--- src/hw/rtl/mtp_pkg.sv ---
// Shared types and constants for the mailbox transaction port.
// Holds the item and result word layouts, the access kinds and the status codes.
// No dependencies.
`default_nettype none

package mtp_pkg;

  // Buffer geometry
  localparam int BUFFER_BYTES = 4096;
  localparam int HEADER_BYTES = 4;
  localparam int ADDR_W = $clog2(BUFFER_BYTES);
  localparam int PTR_W = $clog2(BUFFER_BYTES + 1);
  // Width that holds any 16-bit header length or buffer size for compares
  localparam int CMP_W = 17;

  localparam logic [7:0] NO_BYTE = 8'hFF;

  // Access kinds
  localparam logic [3:0] KIND_REQ = 4'd0;
  localparam logic [3:0] KIND_REWIND = 4'd1;
  localparam logic [3:0] KIND_EXEC = 4'd2;
  localparam logic [3:0] KIND_ABORT = 4'd3;
  localparam logic [3:0] KIND_STATUS = 4'd4;
  localparam logic [3:0] KIND_WR = 4'd5;
  localparam logic [3:0] KIND_RD = 4'd6;
  localparam logic [3:0] KIND_POLL = 4'd7;
  localparam logic [3:0] KIND_SRV_RD = 4'd8;
  localparam logic [3:0] KIND_SRV_WR = 4'd9;
  localparam logic [3:0] KIND_DONE = 4'd10;

  // Reported status codes
  localparam logic [2:0] STATUS_IDLE = 3'd0;
  localparam logic [2:0] STATUS_RECEIVING = 3'd1;
  localparam logic [2:0] STATUS_BUSY = 3'd2;
  localparam logic [2:0] STATUS_READY = 3'd3;
  localparam logic [2:0] STATUS_ABORTED = 3'd4;
  localparam logic [2:0] STATUS_NODRIVE = 3'd5;

  typedef struct packed {
    logic [3:0]  kind;
    logic [7:0]  data_byte;
    logic [11:0] buffer_index;
    logic        drive_present;
    logic [31:0] snapshot_generation;
    logic [12:0] answer_length;
  } in_word_t;

  typedef struct packed {
    logic [2:0]  status;
    logic [7:0]  read_byte;
    logic        server_busy;
    logic [31:0] generation;
    logic [12:0] frame_length;
  } out_word_t;

  // Buffer access issued when an item is taken
  typedef struct packed {
    logic              we;
    logic              re;
    logic [ADDR_W-1:0] addr;
    logic [7:0]        wdata;
  } ram_req_t;

  // Result under construction; the byte comes from the buffer when use_ram is set
  typedef struct packed {
    logic      use_ram;
    out_word_t word;
  } stage_t;

endpackage

`default_nettype wire

--- src/hw/rtl/mtp_ctrl.sv ---
// Mailbox state, pointers, generation and header check for the transaction port.
// Applies one accepted word per cycle and issues the buffer access. Uses mtp_pkg.
`default_nettype none

module mtp_ctrl (
  input  wire logic             clk,
  input  wire logic             rst,
  input  wire logic             accept,
  input  wire mtp_pkg::in_word_t item,
  output mtp_pkg::ram_req_t     ram_req,
  output mtp_pkg::stage_t       stage
);

  localparam int AW = mtp_pkg::ADDR_W;
  localparam int PW = mtp_pkg::PTR_W;
  localparam int CW = mtp_pkg::CMP_W;

  typedef enum logic [4:0] {
    ST_IDLE      = 5'b00001,
    ST_RECEIVING = 5'b00010,
    ST_BUSY      = 5'b00100,
    ST_READY     = 5'b01000,
    ST_ABORTED   = 5'b10000
  } port_state_t;

  port_state_t state, state_next;
  logic [PW-1:0] wp, wp_next;
  logic [PW-1:0] rp, rp_next;
  logic [PW-1:0] slen, slen_next;
  logic          ovf, ovf_next;
  logic          sticky, sticky_next;
  logic [31:0]   gen, gen_next;
  logic [7:0]    hdr0, hdr1;
  logic [15:0]   declared;
  logic          idx_ok;
  logic [2:0]    state_code;
  logic [2:0]    shown;
  mtp_pkg::stage_t stage_body;

  assign declared = {hdr1, hdr0};
  assign idx_ok = CW'(item.buffer_index) < CW'(mtp_pkg::BUFFER_BYTES);

  // Apply the word to the mailbox state and pick the buffer access
  always_comb begin
    state_next = state;
    wp_next = wp;
    rp_next = rp;
    slen_next = slen;
    ovf_next = ovf;
    sticky_next = sticky;
    gen_next = gen;
    ram_req = '0;
    ram_req.wdata = item.data_byte;
    stage_body = '0;
    stage_body.word.read_byte = mtp_pkg::NO_BYTE;

    unique case (item.kind)
      mtp_pkg::KIND_REQ: begin
        if (state != ST_BUSY) begin
          wp_next = '0;
          rp_next = '0;
          ovf_next = 1'b0;
          sticky_next = 1'b0;
          gen_next = gen + 32'd1;
          state_next = ST_RECEIVING;
        end
      end
      mtp_pkg::KIND_REWIND: begin
        rp_next = '0;
      end
      mtp_pkg::KIND_EXEC: begin
        if (state != ST_BUSY) begin
          if (state != ST_RECEIVING || ovf || wp < PW'(mtp_pkg::HEADER_BYTES)) begin
            state_next = ST_ABORTED;
          end else if (CW'(declared) != CW'(wp) ||
                       CW'(declared) > CW'(mtp_pkg::BUFFER_BYTES)) begin
            state_next = ST_ABORTED;
          end else begin
            slen_next = wp;
            state_next = ST_BUSY;
          end
        end
      end
      mtp_pkg::KIND_ABORT: begin
        if (state == ST_BUSY) begin
          gen_next = gen + 32'd1;
        end
        sticky_next = 1'b1;
        state_next = ST_ABORTED;
      end
      mtp_pkg::KIND_STATUS: begin
      end
      mtp_pkg::KIND_WR: begin
        if (state == ST_RECEIVING) begin
          if (wp >= PW'(mtp_pkg::BUFFER_BYTES)) begin
            ovf_next = 1'b1;
          end else begin
            ram_req.we = 1'b1;
            ram_req.addr = wp[AW-1:0];
            wp_next = wp + PW'(1);
          end
        end
      end
      mtp_pkg::KIND_RD: begin
        if (state == ST_READY && !sticky && rp < slen &&
            rp < PW'(mtp_pkg::BUFFER_BYTES)) begin
          ram_req.re = 1'b1;
          ram_req.addr = rp[AW-1:0];
          rp_next = rp + PW'(1);
          stage_body.use_ram = 1'b1;
        end
      end
      mtp_pkg::KIND_POLL: begin
        stage_body.word.server_busy = (state == ST_BUSY);
        stage_body.word.generation = gen;
        stage_body.word.frame_length = 13'(slen);
      end
      mtp_pkg::KIND_SRV_RD: begin
        if (state == ST_BUSY && idx_ok) begin
          ram_req.re = 1'b1;
          ram_req.addr = AW'(item.buffer_index);
          stage_body.use_ram = 1'b1;
        end
      end
      mtp_pkg::KIND_SRV_WR: begin
        if (state == ST_BUSY && idx_ok) begin
          ram_req.we = 1'b1;
          ram_req.addr = AW'(item.buffer_index);
        end
      end
      mtp_pkg::KIND_DONE: begin
        if (state == ST_BUSY && item.snapshot_generation == gen) begin
          slen_next = (CW'(item.answer_length) > CW'(mtp_pkg::BUFFER_BYTES)) ?
                      PW'(mtp_pkg::BUFFER_BYTES) : PW'(item.answer_length);
          state_next = ST_READY;
        end
      end
      default: begin
      end
    endcase

    // Gate the buffer access on the handshake
    if (!accept) begin
      ram_req.we = 1'b1 & 1'b0;
      ram_req.re = 1'b0;
    end
  end

  // Report the status as it stands after this word
  always_comb begin
    unique case (state_next)
      ST_IDLE:      state_code = mtp_pkg::STATUS_IDLE;
      ST_RECEIVING: state_code = mtp_pkg::STATUS_RECEIVING;
      ST_BUSY:      state_code = mtp_pkg::STATUS_BUSY;
      ST_READY:     state_code = mtp_pkg::STATUS_READY;
      ST_ABORTED:   state_code = mtp_pkg::STATUS_ABORTED;
      default:      state_code = mtp_pkg::STATUS_IDLE;
    endcase
    shown = sticky_next ? mtp_pkg::STATUS_ABORTED : state_code;
    if ((shown == mtp_pkg::STATUS_IDLE || shown == mtp_pkg::STATUS_ABORTED) &&
        !item.drive_present) begin
      shown = mtp_pkg::STATUS_NODRIVE;
    end
  end

  // Put the status into the result under construction
  always_comb begin
    stage = stage_body;
    stage.word.status = shown;
  end

  // Commit the state on an accepted word
  always_ff @(posedge clk) begin
    if (rst) begin
      state <= ST_IDLE;
      wp <= '0;
      rp <= '0;
      slen <= '0;
      ovf <= 1'b0;
      sticky <= 1'b0;
      gen <= '0;
    end else if (accept) begin
      state <= state_next;
      wp <= wp_next;
      rp <= rp_next;
      slen <= slen_next;
      ovf <= ovf_next;
      sticky <= sticky_next;
      gen <= gen_next;
    end
  end

  // Shadow the length header as the host writes it
  always_ff @(posedge clk) begin
    if (accept && ram_req.we && item.kind == mtp_pkg::KIND_WR) begin
      if (wp == PW'(0)) begin
        hdr0 <= item.data_byte;
      end
      if (wp == PW'(1)) begin
        hdr1 <= item.data_byte;
      end
    end
  end

  a_busy_no_sticky: assert property (@(posedge clk) disable iff (rst)
    state == ST_BUSY |-> !sticky)
    else $error("busy state with sticky abort set");

  a_wp_bound: assert property (@(posedge clk) disable iff (rst)
    wp <= PW'(mtp_pkg::BUFFER_BYTES))
    else $error("write pointer past buffer");

  a_gen_step: assert property (@(posedge clk) disable iff (rst)
    !accept |=> $stable(gen))
    else $error("generation moved without an accepted word");

endmodule

`default_nettype wire
--- config.mk ---
export PLATFORM = sky130hd
export DESIGN_NAME = mtp_ctrl
export DESIGN_NICKNAME = d
export VERILOG_FILES = /design/src/hw/rtl/mtp_pkg.sv /design/src/hw/rtl/mtp_ctrl.sv
export SDC_FILE = /design/constraint.sdc
export NUM_CORES = 1
export LEC_CHECK = 0
export BUFFER_PORTS_ARGS = -buffer_cell sky130_fd_sc_hd__buf_2
export CAP_MARGIN = 0
export CORE_MARGIN = 3
export CORE_UTILIZATION = 49
export DETAILED_ROUTE_END_ITERATION = 10
export PLACE_DENSITY = 0.8
export SYNTH_ARGS = -nofsm -noshare
export SYNTH_HDL_FRONTEND = slang
export SYNTH_SLANG_ARGS = --single-unit
export TNS_END_PERCENT = 10
--- constraint.sdc ---
create_clock -name clk -period 2.88 [get_ports clk]
set_input_delay 0.72 -clock clk [delete_from_list [all_inputs] [get_ports clk]]
set_output_delay 0.72 -clock clk [all_outputs]
set_load 0.01 [all_outputs]
* Word level (Yosys, flattened, before mapping)
Cells that the tools add are included.
** Operators by class
- Add/subtract/negate cells :: 3
- Order comparisons :: 6
- Eq/ne operators :: 32
- Mux-type cells :: 45
- Reduce and logical (&&, ||, !) cells :: 27
** Operator list (number)
- 13-bit 2-to-1 mux :: 11
- 32-bit 2-to-1 mux :: 2
- 32-bit one-hot mux with 2 select lines :: 1
- 13-bit one-hot mux with 2 select lines :: 2
- 12-bit one-hot mux with 4 select lines :: 1
- 46-bit 2-to-1 mux :: 1
- 13-bit one-hot mux with 3 select lines :: 1
- 12-bit 2-to-1 mux :: 3
- 32-bit by 1-bit adder with 32-bit output (second input constant) :: 1
- 32-bit equality test :: 1
- 13-bit by 1-bit adder with 13-bit output (second input constant) :: 2
- 5-bit 2-to-1 mux :: 5
- 2-bit != test (second input constant) :: 10
- 5-bit one-hot mux with 4 select lines :: 1
- 16-bit by 13-bit > comparator with 1-bit output (second input constant) :: 1
- 16-bit by 13-bit != test with 1-bit output :: 1
- 13-bit by 1-bit equality test with 1-bit output (second input constant) :: 1
- 13-bit >= comparator (second input constant) :: 1
- 13-bit > comparator (second input constant) :: 1
- 13-bit zero test :: 1
- 13-bit < comparator :: 1
- 13-bit < comparator (second input constant) :: 1
- 13-bit by 3-bit < comparator with 1-bit output (second input constant) :: 1
- 4-bit by 3-bit equality test with 1-bit output (second input constant) :: 3
- 26 further kinds :: 59
** Word-level totals
- Flip-flop bits (word level) :: 94
- Input port bits :: 73
- Word-level logic and storage cells :: 122

* Depth between registers and ports, before layout
Gate-level depths: netlist of run 1.
- Word-level depth :: 13
- Mapped depth :: 10

* Worst setup path after synthesis of run 1
Ideal clock, no wire load.
- Path kind :: register to output
- Start point :: register state[2]
- End point :: output port stage[54] in the netlist's numbering
- Arrival :: 2.279 ns
- Path slack :: -0.119 ns
- Stages on the path, launching flop included :: 9
- Buffers on the path :: 1
- Cell sequence :: dfxtp_1 -> buf_6 -> or4b_4 -> or2_1 -> a2111oi_2 -> a31oi_1 -> or2_1 -> a211oi_2 -> o22ai_1
** RTL lines
- start, declared :: RTL line mtp_ctrl.sv:26 : port_state_t state, state_next;
- start signal, assigned :: RTL line mtp_ctrl.sv:183 : state <= state_next;
- end, declared :: RTL line mtp_ctrl.sv:11 : output mtp_pkg::stage_t stage

==> run summary, run 1 <==
The deepest level of the CTS H-tree was 3. Aggregate routed wire length: 17.81 mm. Category of the critical setup timing path: flop to output port. Headroom to the max-slew limit came out at 57.65%. Hold timing on the final database bottoms out at a slack of 461.9 ps. The library cell with the highest instance count after synthesis is sky130_fd_sc_hd__dfxtp_1.

At the later pin of the worst-skew pair, clock insertion delay measures 350 ps. The element type at the critical path start is a flop. Cell type of the slowest stage on the worst timing path: sky130_fd_sc_hd__or4b_4.

The portion of synthesized cell area occupied by the leading cell type works out to 25.32%. Compared with the post-synthesis result, the final layout area differs by 26.82%. 0 antenna diodes ended up in the layout. Across the routed clock network, the largest skew measured is 5.695 ps. Worst-margin pin slew: 635.2 ps. The top flip-flop cell by instance count after synthesis is sky130_fd_sc_hd__dfxtp_1. The final reports fail on setup timing. In this run the worst hold path is classified as flop to flop.

The final layout contains 1022 nets. The via count of the first global-routing pass was 5847. Adding up every negative setup slack in the final design gives -2791 ps.

The tools report the pin count of the biggest net entering global routing as 33. TritonCTS built the clock tree. Yosys mapped the design onto 67 distinct sky130hd cell types.

The horizontal die dimension works out to 118.2 µm. The leakage component of the power came out at 3.364 nW. Synthesis produced a netlist whose cell count is 753.

The global placement routability congestion was 0.9864; the proportion of synthesized flip-flops having asynchronous set or reset was 0%. Smallest setup slack after layout: -414.0 ps. The number of clock sinks seen by CTS is 94.

The initial utilization of the core area, before any placement, comes to 50.71%. After the first detailed-routing iteration, the DRC count stood at 494. The final count of hold timing violations came out at 0. The commonest cells after synthesis are sky130_fd_sc_hd__dfxtp_1, sky130_fd_sc_hd__nor2_1, sky130_fd_sc_hd__xor2_1, sky130_fd_sc_hd__a21oi_1, sky130_fd_sc_hd__nand2_1. For this run, the number of Yosys warnings is 0. The logs give 0.01397 mm² for the floorplan die area and 0 for the initial antenna violation count.

In this design, the largest share of critical-path delay is due to simple AND/OR/NAND/NOR gates. Static timing analysis puts the maximum clock frequency at 0.3036 GHz. The synthesized design contains 94 register bits. Across every metal layer, demand over resource in global routing totals 25.10%.

The fraction of the cycle the final worst path needs was 114.4%. Clock transition at the registers of the reported paths: 60 ps. Once layout is complete, the utilization of the core stands at 64.31%.

The largest driver fanout on the critical path is 3. The worst setup path is captured at an output port. Total congestion overflow: 0. The run gives 13.97 mm as the half-perimeter wire length after placement. The number of port buffers is 144. In the routed design, unresolved DRC markers number 0.

After synthesis, the mean cell area works out to 8.190 µm². Buffers added to address setup during post-CTS repair amount to 0. The tools report the post-synthesis cell area as 0.006167 mm². The detailed router placed 6162 vias in this run. Data on the critical path is required at its endpoint by 2160 ps. Sequential elements use 33.11% of the synthesized area. Once detail routing completed, the nets flagged for antenna violations numbered 0. The final number of max-transition violations is 0, and the total power divided by cell area is 353.9 mW/mm². The signal on the critical path passes through or4b_4, or2_4, a2111oi_4, a31oi_2, or2_4, a211oi_4, o22ai_1, buf_2. By area the synthesized netlist is led by sky130_fd_sc_hd__dfxtp_1, sky130_fd_sc_hd__xor2_1, sky130_fd_sc_hd__edfxtp_1, sky130_fd_sc_hd__nor2_1, sky130_fd_sc_hd__and2_1. Setup repair after global routing could not meet its margin everywhere. The number of enable-type register cells in the synthesized netlist is 16. The buffers plus inverters on the worst setup path was 1. 153 I/O pins were placed. Most frequent cell on the critical path: sky130_fd_sc_hd__or2_4.

The logs give 2570 ps for the worst path arrival time and 17 for the number of failing setup endpoints in the final timing report. In this run the vertical extent of the chip is 118.2 µm. The first global-routing pass estimated 28.95 mm of wire. The core outline area is 0.01216 mm², and the longest individual stage delay on the worst path is 540 ps.

The run finished, with violations left. Dividing the detail-routed wire length by the instance count gives 16.12 µm. The number of standard-cell rows in the floorplan is 40, and the number of buffers created by CTS is 9. The routed design could run at a clock period as short as 3294 ps. The total iterations of the first detailed-routing run is 6.

Counting along the longest clock path gives a buffer depth of 2. VDD sags by at most 0.4044 mV. The clock root buffer master is sky130_fd_sc_hd__clkbuf_16. The total of max-cap violations was 0; the proportion of layout cells with a drive suffix above 1 was 29.35%. sky130_fd_sc_hd__dfxtp_1 takes more of the synthesized area than any other cell. After detailed routing, the number of vias per cell comes to 5.576.
worst min-delay path, stage by stage (launching register included):
cell	delay [ps]
sky130_fd_sc_hd__dfxtp_1	310
sky130_fd_sc_hd__nand2_1	50
sky130_fd_sc_hd__a21oi_1	50
path summary, 6_finish.rpt:
path             from         to  slack (ps)  depth (start not counted)
max reg2reg  state[0]      rp[3]         260                          9
min           slen[3]    slen[3]         460                          2
min reg2reg   slen[3]    slen[3]         460                          2
max          state[0]  stage[54]        -410                          8
cell usage in the layout, fill, tap and decap left out, drive strengths merged, types with 5 or more instances in the layout:
cell type	instances
buf	219
dfxtp	78
nor2	74
xor2	55
a21oi	46
nand2	39
and2	38
o21ai	37
inv	34
nor3	34
nor4	26
nand3	22
nand4	21
or3	17
xnor2	17
ha	17
edfxtp	16
a22oi	14
mux2i	13
and3	11
a22o	10
a21o	10
clkbuf	9
conb	8
or2	7
and4	5
metrics by stage:
stage	worst slack (ps)	std cells	cell area (µm²)	power, mW
floorplan	-77.93	760	6206	1.500
CTS	-408.4	1105	7780	2.785
global placement	-84.62	1089	7428	1.607
detailed placement	-132.2	1089	7428	1.608
finish	-414.0	1105	7821	2.768
global route	-486.8	1105	7821	2.865
flip-flops by register name, indices dropped and copies added, names as in the netlist:
name and cells:
ovf 1, wp 13, hdr1 8, state 5
hdr0 8, slen 13, sticky 1, gen 32
rp 13
what timing repair did:
action                                  4_1_cts  5_1_grt
cloned                                        0        0
gates resized for setup                      17        9
pin swaps                                     3        0
hold buffers                                  0        0
endpoints found under the setup margin       18       18
per-layer routing:
metal / global-route usage (%) / wire (µm)
met5: 0 / 0
met4: 6.227 / 271
met3: 5.742 / 1132
met2: 41.19 / 8614
met1: 33.50 / 7795
area by class of cell:
type,instances,area (µm²)
sequential,94,2046
clock buffer,9,225.2
tap,168,210.2
multi-input combinational,575,3831
inverter,33,123.9
clock inverter,7,63.81
timing repair buffer,219,1321
fill,1082,4340
where the power goes:
part	total (mW)	internal (mW)	switching (mW)
Clock	1.18	0.665	0.516
Sequential	1.34	1.34	0.00346
Combinational	0.247	0.103	0.144
Total	2.77	2.10	0.663
cells by family (layout without fill, tap and decap cells):
kind of cell             count (synthesis)  after routing  synth area share [%]
AND/OR/NAND/NOR                        317            317                 28.40
AO/OA/AOI/OAI                          147            147                 15.44
flip-flops                              94             94                 33.11
buffers and inverters                   91            268                 7.020
XOR/XNOR                                72             72                 10.23
adder cells (fa/ha/maj)                 17             17                 3.449
multiplexers                            14             14                 2.292
other                                    1              8               0.06081
Power figures use the tool's default switching activity.
==> run 2, diff against run 1 <==
- CORE_UTILIZATION: 49 -> 43
- PLACE_DENSITY: 0.8 -> 0.72
==> run 2 against run 1 <==
Compared with the run above:
- the run still ends with setup timing left
- critical path depth unchanged
- sequential cell count unchanged
- clock power up 5%
- final cell count up 3.3%
- clock skew up 4.1 ps
- sequential power about the same
- critical path type unchanged
==> run summary, run 2 (synthesis gave the netlist of run 1 again) <==
The leakage component of the power came out at 3.529 nW (was 3.364 nW). Via count: 6289 (was 6162). The element type at the critical path start was a flop (unchanged). Crit-path cells: nor4_2, nand4_1, a2111oi_4, a31oi_1, or2_4, a211oi_4, o22ai_2, buf_2 (was or4b_4, or2_4, a2111oi_4, a31oi_2, or2_4, a211oi_4, o22ai_1, buf_2). The fraction of the cycle the final worst path needs works out to 117.3% (was 114.4%).

The average detailed-routed wire length per instance is 16.77 µm (was 16.12 µm). The flip-flop count of the largest register after layout works out to 32 (unchanged). Cell area reported after detailed placement: 0.007621 mm² (was 0.007428 mm²). The number of hold-repair buffers added at the cts stage is 0 (unchanged), and the largest driver fanout on the critical path is 3 (unchanged). Cell type of the slowest stage on the worst timing path: sky130_fd_sc_hd__edfxtp_1 (was sky130_fd_sc_hd__or4b_4). The number of vias per cell was 5.507 (was 5.576). The tools report the data required time at the worst endpoint as 2160 ps (about the same). Register name with the most flops: gen (unchanged). The total power divided by cell area works out to 347.7 mW/mm² (was 353.9 mW/mm²).

The total placed cells including tap cells came out at 1123 (was 1089). Class of the tightest hold or removal check: flop to flop (unchanged). The I/O pin total is 153 (unchanged). The logs give 1 (was 0) for the initial antenna violation count and 0.008124 mm² (was 0.007821 mm²) for the final instance area.

The start point of the worst min-delay path is ovf (was slen[3]). The worst-margin pin slew was 597.4 ps (was 635.2 ps); the smallest setup slack after layout was -498.5 ps (was -414.0 ps). The tools report the element type at the critical path end as an output port (unchanged). Total congestion overflow: 0 (unchanged). The number of clock sinks seen by CTS came out at 94 (unchanged). The tools report the clock root buffer master as sky130_fd_sc_hd__clkbuf_16 (unchanged). The internal cell power was 2.063 mW (was 2.105 mW). The run finished, with violations left.

The total of max-cap violations was 0 (unchanged); the pin count of the biggest net entering global routing was 40 (was 33). The tools report the headroom to the max-slew limit as 59.81% (was 57.65%). Aggregate routed wire length: 19.15 mm (was 17.81 mm). The proportion of layout cells with a drive suffix above 1 is 32.88% (was 29.35%), and the number of failing setup endpoints in the final timing report is 18 (was 17). The power share of the sequential group was 47.4% (was 48.4%); the fmax was 0.2960 GHz (was 0.3036 GHz).

The run gives 591 (was 494) as the iteration-0 DRC count of the detailed router. The category of the critical setup timing path is flop to output port (unchanged). Number of buffers created by CTS: 9 (unchanged). The worst setup skew after layout is 9.810 ps (was 5.695 ps).

The worst vdd rail ir drop came out at 0.3588 mV (was 0.4044 mV). For the combined global-route utilization of all metal layers, the log shows 23.53% (was 25.10%). The launch point of the worst path was hdr1[3] (was state[0]). The longest individual stage delay on the worst path is 410 ps (was 540 ps). The layout-stage area growth over the synthesis result works out to 31.73% (was 26.82%). Worst-skew pair later-pin latency: 360 ps (was 350 ps).

The run gives 0.7616 mW (was 0.6633 mW) as the net switching power of the design. The run gives 0.9621 (was 0.9864) as the global placement routability congestion. The deepest level of the CTS H-tree was 3 (unchanged); the number of port buffers was 144 (unchanged).

The part of the power in combinational logic is 8.9% (about the same). For the total iterations of the first detailed-routing run, the log shows 5 (was 6). Setup repair after global routing could not meet its margin everywhere. The count of antenna-violating nets left after detailed routing is 0 (unchanged). The horizontal die dimension was 125.8 µm (was 118.2 µm).

The run gives 14.88 mm (was 13.97 mm) as the half-perimeter wire length after placement. The most common library cell in the layout ignoring fill and taps is sky130_fd_sc_hd__buf_2 (unchanged). Startpoint of the worst register-to-register path: state[0] (unchanged). The time the final worst path needs with I/O delays and setup was 3379 ps (was 3294 ps). The tools report the relative contribution of the clock network to total power as 43.7% (was 42.7%). The vertical die dimension works out to 125.8 µm (was 118.2 µm). Most frequent cells in the layout: sky130_fd_sc_hd__buf_2, sky130_fd_sc_hd__buf_4, sky130_fd_sc_hd__dfxtp_1 (was sky130_fd_sc_hd__buf_2, sky130_fd_sc_hd__dfxtp_1, sky130_fd_sc_hd__nor2_1). The final count of hold timing violations is 0 (unchanged), and the worst path arrival time is 2660 ps (was 2570 ps).

For the number of remaining DRC errors, the log shows 0 (unchanged). The tools report the core outline area as 0.01393 mm² (was 0.01216 mm²). The via count of the first global-routing pass is 6030 (was 5847). TritonCTS built the clock tree. The switching share of power is 26.96% (was 23.96%), and the wire length of the first global-routing pass is 30.26 mm (was 28.95 mm). The number of non-filler instances in the completed layout is 1142 (was 1105). The final number of max-transition violations is 0 (unchanged). The floorplan die area was 0.01582 mm² (was 0.01397 mm²). The clock transition at the registers of the reported paths is 80 ps (was 60 ps), and the count of nets after finishing is 1046 (was 1022). The number of standard-cell rows in the floorplan was 43 (was 40).

Violated checks: setup timing (unchanged). The run gives 453.8 ps (was 461.9 ps) as the hold slack. Number of buffers between clock root and the deepest sink: 2 (unchanged). The tools report the initial standard-cell utilization of the core as 44.26% (was 50.71%).
[run 2: worst paths after layout]
kind / end / slack (ps) / depth (start not counted)
setup reg to reg: rp[3] / 330 / 9
hold / removal: ovf / 450 / 2
hold reg to reg: ovf / 450 / 2
setup / recovery: stage[54] / -500 / 8
[run 2: power groups by stage]
stage	combinational, mW	sequential, mW	clock (mW)
floorplan	0.130	1.37	0
global placement	0.239	1.37	0
detailed placement	0.241	1.37	0
CTS	0.242	1.34	1.25
global route	0.272	1.34	1.30
finish	0.251	1.34	1.24
[run 2: per-layer routing]
metal	up-vias	track usage (%)	routed length (µm)
met5	-	0	0
met4	0	9.338	663
met3	51	5.004	1245
met2	226	38.83	9196
met1	2940	30.18	8043
li1	3072	-	-
[run 2: through the flow]
step	utilization, %	setup TNS, ps	setup slack [ps]	power [mW]
floorplan	-	-155.2	-77.93	1.500
global placement	54.69	-1101	-153.7	1.608
detailed placement	54.69	-1939	-159.5	1.610
CTS	57.48	-2973	-532.0	2.835
global route	58.30	-4480	-620.4	2.915
finish	58.30	-2364	-498.5	2.825
[run 2: cell type report]
type | instances | area (µm²)
Antenna cell | 1 | 2.502
Clock buffer | 9 | 225.2
Clock inverter | 7 | 91.34
Fill cell | 1273 | 5811
Inverter | 33 | 123.9
Multi-Input combinational cell | 575 | 3892
Sequential cell | 94 | 2046
Tap cell | 180 | 225.2
Timing Repair Buffer | 243 | 1518
[run 2: timing repair]
item,in CTS,in global routing
buffers inserted,1,2
setup endpoints to repair,18,18
gates resized for setup,27,22
pin swaps,3,10
[run 2: worst max-delay path, delay by kind of cell (launching register included)]
kind,cells,cell delay [ps]
AO/OA/AOI/OAI,4,920
AND/OR/NAND/NOR,3,820
flip-flops,1,410
buffers and inverters,1,150
